### config.mk
export PLATFORM = sky130hd
export DESIGN_NAME = dtf_calc
export DESIGN_NICKNAME = d
export VERILOG_FILES = /design/src/rtl/depth_temporal_filter_macros.svh /design/src/rtl/dtf_pkg.sv /design/src/rtl/dtf_calc.sv
export SDC_FILE = /design/constraint.sdc
export NUM_CORES = 1
export LEC_CHECK = 0
export BUFFER_PORTS_ARGS = -buffer_cell sky130_fd_sc_hd__buf_2
export CAP_MARGIN = 20
export CORE_MARGIN = 3
export CORE_UTILIZATION = 50
export DETAILED_ROUTE_END_ITERATION = 8
export PLACE_DENSITY = 0.71
export SYNTH_ARGS = -nofsm -noshare
export SYNTH_HDL_FRONTEND = slang
export SYNTH_SLANG_ARGS = --single-unit
export TNS_END_PERCENT = 100
### constraint.sdc
create_clock -name vclk -period 15.3
set_input_delay 3.06 -clock vclk [all_inputs]
set_output_delay 3.06 -clock vclk [all_outputs]
set_load 0.01 [all_outputs]
### src/rtl/depth_temporal_filter_macros.svh
// assertion macros for the depth temporal filter
`ifndef DEPTH_TEMPORAL_FILTER_MACROS_SVH
`define DEPTH_TEMPORAL_FILTER_MACROS_SVH

// property checked on the rising clock edge, off while in reset
`define DTF_ASSERT(lbl, prop, msg) \
  lbl: assert property (@(posedge clk_i) disable iff (!rst_ni) (prop)) else $error(msg);

// same-cycle implication
`define DTF_ASSERT_IMPL(lbl, ante, cons, msg) \
  lbl: assert property (@(posedge clk_i) disable iff (!rst_ni) (ante) |-> (cons)) else $error(msg);

// next-cycle implication
`define DTF_ASSERT_NEXT(lbl, ante, cons, msg) \
  lbl: assert property (@(posedge clk_i) disable iff (!rst_ni) (ante) |=> (cons)) else $error(msg);

`endif

### src/rtl/dtf_pkg.sv
// shared types, constants and functions of the depth temporal filter
package dtf_pkg;

  localparam int MAX_PIXELS = 1048576;
  localparam int ADDR_W     = $clog2(MAX_PIXELS);
  localparam int DEPTH_W    = 16;
  localparam int HIST_W     = 8;
  localparam int ALPHA_W    = 9;
  localparam int GAP_W      = 17;
  localparam int LEVEL_W    = 4;
  localparam int CFG_W      = 17;
  localparam int CFG_IDX_W  = 2;

  localparam logic [ALPHA_W-1:0] Q8_ONE = 9'd256;

  localparam logic [CFG_IDX_W-1:0] CFG_ALPHA     = 2'd0;
  localparam logic [CFG_IDX_W-1:0] CFG_BLEND_GAP = 2'd1;
  localparam logic [CFG_IDX_W-1:0] CFG_PERSIST   = 2'd2;

  localparam logic [ALPHA_W-1:0] ALPHA_RST   = 9'd102;
  localparam logic [GAP_W-1:0]   GAP_RST     = 17'd20;
  localparam logic [LEVEL_W-1:0] PERSIST_RST = 4'd3;

  localparam logic [LEVEL_W-1:0] LVL_ALL8     = 4'd1;
  localparam logic [LEVEL_W-1:0] LVL_TWO_OF3  = 4'd2;
  localparam logic [LEVEL_W-1:0] LVL_TWO_OF4  = 4'd3;
  localparam logic [LEVEL_W-1:0] LVL_TWO_OF8  = 4'd4;
  localparam logic [LEVEL_W-1:0] LVL_ANY_OF2  = 4'd5;
  localparam logic [LEVEL_W-1:0] LVL_ANY_OF5  = 4'd6;
  localparam logic [LEVEL_W-1:0] LVL_ANY_OF8  = 4'd7;
  localparam logic [LEVEL_W-1:0] LVL_ALWAYS   = 4'd8;

  typedef struct packed {
    logic [HIST_W-1:0]  hist;
    logic [DEPTH_W-1:0] depth;
  } word_t;

  typedef struct packed {
    logic [ALPHA_W-1:0] alpha;
    logic [GAP_W-1:0]   blend_gap;
    logic [LEVEL_W-1:0] level;
  } cfg_t;

  function automatic logic [3:0] popcnt8(input logic [HIST_W-1:0] v);
    logic [3:0] n;
    n = 4'd0;
    for (int i = 0; i < HIST_W; i++) begin
      n = n + {3'b0, v[i]};
    end
    return n;
  endfunction

  function automatic logic hole_fill_ok(input logic [HIST_W-1:0] hist,
                                        input logic [LEVEL_W-1:0] level);
    logic ok;
    case (level)
      LVL_ALL8:    ok = (hist == 8'hFF);
      LVL_TWO_OF3: ok = (popcnt8(hist & 8'h07) >= 4'd2);
      LVL_TWO_OF4: ok = (popcnt8(hist & 8'h0F) >= 4'd2);
      LVL_TWO_OF8: ok = (popcnt8(hist) >= 4'd2);
      LVL_ANY_OF2: ok = ((hist & 8'h03) != 8'h00);
      LVL_ANY_OF5: ok = ((hist & 8'h1F) != 8'h00);
      LVL_ANY_OF8: ok = (hist != 8'h00);
      default:     ok = 1'b0;
    endcase
    return ok;
  endfunction

endpackage

### src/rtl/dtf_calc.sv
// per-pixel blend, hole fill and history update
module dtf_calc (
  input  dtf_pkg::cfg_t                cfg_i,
  input  dtf_pkg::word_t               word_i,
  input  logic [dtf_pkg::DEPTH_W-1:0]  cur_i,
  output logic [dtf_pkg::DEPTH_W-1:0]  result_o,
  output dtf_pkg::word_t               word_o
);

  logic                               cur_valid;
  logic [dtf_pkg::DEPTH_W-1:0]        prev;
  logic [dtf_pkg::ALPHA_W-1:0]        a_sat;
  logic signed [dtf_pkg::DEPTH_W:0]   diff;
  logic signed [dtf_pkg::DEPTH_W:0]   diff_neg;
  logic [dtf_pkg::DEPTH_W-1:0]        gap;
  logic signed [26:0]                 prod;
  logic signed [26:0]                 acc;
  logic [dtf_pkg::DEPTH_W-1:0]        blended;
  logic                               blend_en;
  logic                               fill;

  assign cur_valid = (cur_i != '0);
  assign prev      = word_i.depth;
  assign a_sat     = (cfg_i.alpha > dtf_pkg::Q8_ONE) ? dtf_pkg::Q8_ONE : cfg_i.alpha;

  assign diff     = signed'({1'b0, cur_i}) - signed'({1'b0, prev});
  assign diff_neg = -diff;
  assign gap      = diff[dtf_pkg::DEPTH_W] ? diff_neg[dtf_pkg::DEPTH_W-1:0]
                                            : diff[dtf_pkg::DEPTH_W-1:0];

  // a*cur + (256-a)*prev == 256*prev + a*(cur-prev)
  assign prod    = signed'({1'b0, a_sat}) * diff;
  assign acc     = signed'({3'b0, prev, 8'b0}) + prod;
  assign blended = acc[23:8];

  assign blend_en = (prev != '0) && ({1'b0, gap} < cfg_i.blend_gap);

  always_comb begin
    if (cfg_i.level == dtf_pkg::LVL_ALWAYS) begin
      fill = (prev != '0);
    end else begin
      fill = dtf_pkg::hole_fill_ok(word_i.hist, cfg_i.level);
    end
  end

  always_comb begin
    if (cur_valid) begin
      result_o = blend_en ? blended : cur_i;
    end else begin
      result_o = fill ? prev : '0;
    end
    word_o.hist  = {word_i.hist[dtf_pkg::HIST_W-2:0], cur_valid};
    word_o.depth = cur_valid ? result_o : prev;
  end

endmodule

==> flow_summary.toml <==
[global_routing]
antenna_found_initial = 1
grt_pass1_wl_um = 35100
grt_remaining_overflow = 0
grt_pass1_vias = 7058
gr-usage-all-layers_pct = 26.0
grt_max_degree = 31

[detailed_routing]
post_drt_wl_per_cell_um = 17.1
wirelength_um = 21300
drt-initial-drc-count = 502
drt_pre_antenna_iters = 5
ant_nets = 0
via_per_inst = 5.51
routed-via-count = 6854
drc = 0

[timing]
setup_ws_ps = 1450
final.period_utilization_pct = 90.6
max_slew.worst_pin.slew_ps = 1100
max_freq_ghz = 0.0722
whs_ps = 6360
grt_setup_unrepaired = "no"
finalMaxSlewViolations = 0
finalHoldViolCount = 0
fin_tns_setup_ps = 0
slew_headroom_pct = 26.1
setup_viol_count_final = 0
min_period_ps = 13850

[critical_path]
required_ps = 12240
cp.buffers_inverters = 5
endpoint_kind = "primary output"
cp_num_cells = 29
cp_max_fo = 9
arrival_ps = 10790
critPathSlowestCell = "xor2_1"
startpoint = "cur_i[0]"
max_stage_delay_ps = 680
crit_path_frequent_cell = "fa_1"
setup.worst_path.class = "primary input to primary output"
worstSetupEndpoint = "result_o[13]"
cp-start-kind = "primary input"
critPathTopFamily = "adder cells"

[clock_tree]
hold_buffers = 0
cts_resized = 0
postCtsSetupBuffers = 0

[die]
io_pins = 110
start_util_pct = 52.2
core_sq_um = 14800
placementRows = 44
die_w_um = 130
die_y_um = 130
die-area_sq_um = 17000

[placed_design]
portBuffers = 110
routabilityCongestion = 0.956
hpwl_um = 18100
placed_cells = 1244
post-place-ws_ps = 1540

[run]
cap_violations = 0

[yosys]
synth_fp_nets = 1276
synthDistinctLibCells = 60
syn_inst = 978
yosysWarningCount = 0
synth.avg_cell_area_sq_um = 7.90
syn_area_sq_um = 7720
ys_seq_area_share_pct = 0

[hold_path]
hold_path_class = "primary input to primary output"
min_path_cells = 2

[layout]
multi_input_area_sq_um = 6790
fin_cells = 1245
drive_above_1_share_pct = 12.6
seq_area_sq_um = 0
nClkBuffers = 0
nets = 1361
num_antenna_cells = 0
area_delta_synth_final_pct = 8.75
seq_cell_count = 0
fillers = 1426

[run_status]
status = "complete, no violations"
-- Yosys cell counts, types with 10 or more instances --
master      n  share of area [%]
clkbuf_1   20               0.97
o21ai_0    24                1.6
xor2_1     15                1.7
a21o_1     10               0.97
nor2b_1    13                1.1
nand2_1   104                5.1
inv_1     206                 10
ha_1       92                 15
nor3_1     13               0.84
nand2b_1   10               0.81
nand3_1    17                1.1
fa_1      136                 35
a21oi_1    43                2.8
xnor2_1    46                5.2
nor2_1    113                5.5
-- through the flow --
stage                     instance area (sq um)  utilization, %
after floorplan                            7720               -
after global placement                     8390            56.6
after detailed placement                   8390            56.6
after CTS                                  8390            56.6
after global routing                       8400            56.7
final                                      8400            56.7
-- how the worst min path moves through the flow --
| stage | startpoint | to | slack, ps |
|---|---|---|---|
| 6_report | word_i[18] | word_o[19] | 6360 |
| 5_1_grt | word_i[22] | word_o[23] | 6380 |
| 4_1_cts | word_i[18] | word_o[19] | 6360 |
| 3_5_place_dp | word_i[18] | word_o[19] | 6360 |
| 3_3_place_gp | word_i[22] | word_o[23] | 6360 |
| 2_1_floorplan | word_i[16] | word_o[17] | 6210 |
-- metal layers --
layer  track usage (%)  part of all wire, %
met1              35.6                   43
met2              45.4                   50
met3              2.91                  5.6
met4              4.03                  1.7
met5                 0                0.033
-- area by class of cell --
class	instances	area share, %
inverters	207	9.25
multi-input cells	738	80.9
repair buffers	116	7.13
well taps	184	2.74
-- placed cells by master, fill, tap and decap left out, drive strengths merged, types with 13 or more instances in the layout --
cell	Yosys	layout
nand2	104	104
inv	206	206
nor2	114	114
a21oi	46	46
fa	136	136
xor2	16	16
ha	92	92
buf	13	116
o21ai	25	25
nor2b	13	13
xnor2	47	47
nor3	14	14
nand3	18	18
-- kinds of logic (layout without fill, tap and decap cells) --
| kind of cell | Yosys count | count (layout) | share of synthesized area [%] |
|---|---|---|---|
| xor+xnor | 63 | 63 | 7.34 |
| mux | 4 | 4 | 0.518 |
| buf+inv | 240 | 323 | 12.1 |
| fa+ha+maj | 228 | 228 | 50.1 |
| compound gates | 130 | 130 | 11.4 |
| simple gates | 313 | 313 | 18.5 |
Power is not shown: default switching activity piles up to over one toggle a cycle in this logic, so the estimate is an artifact.
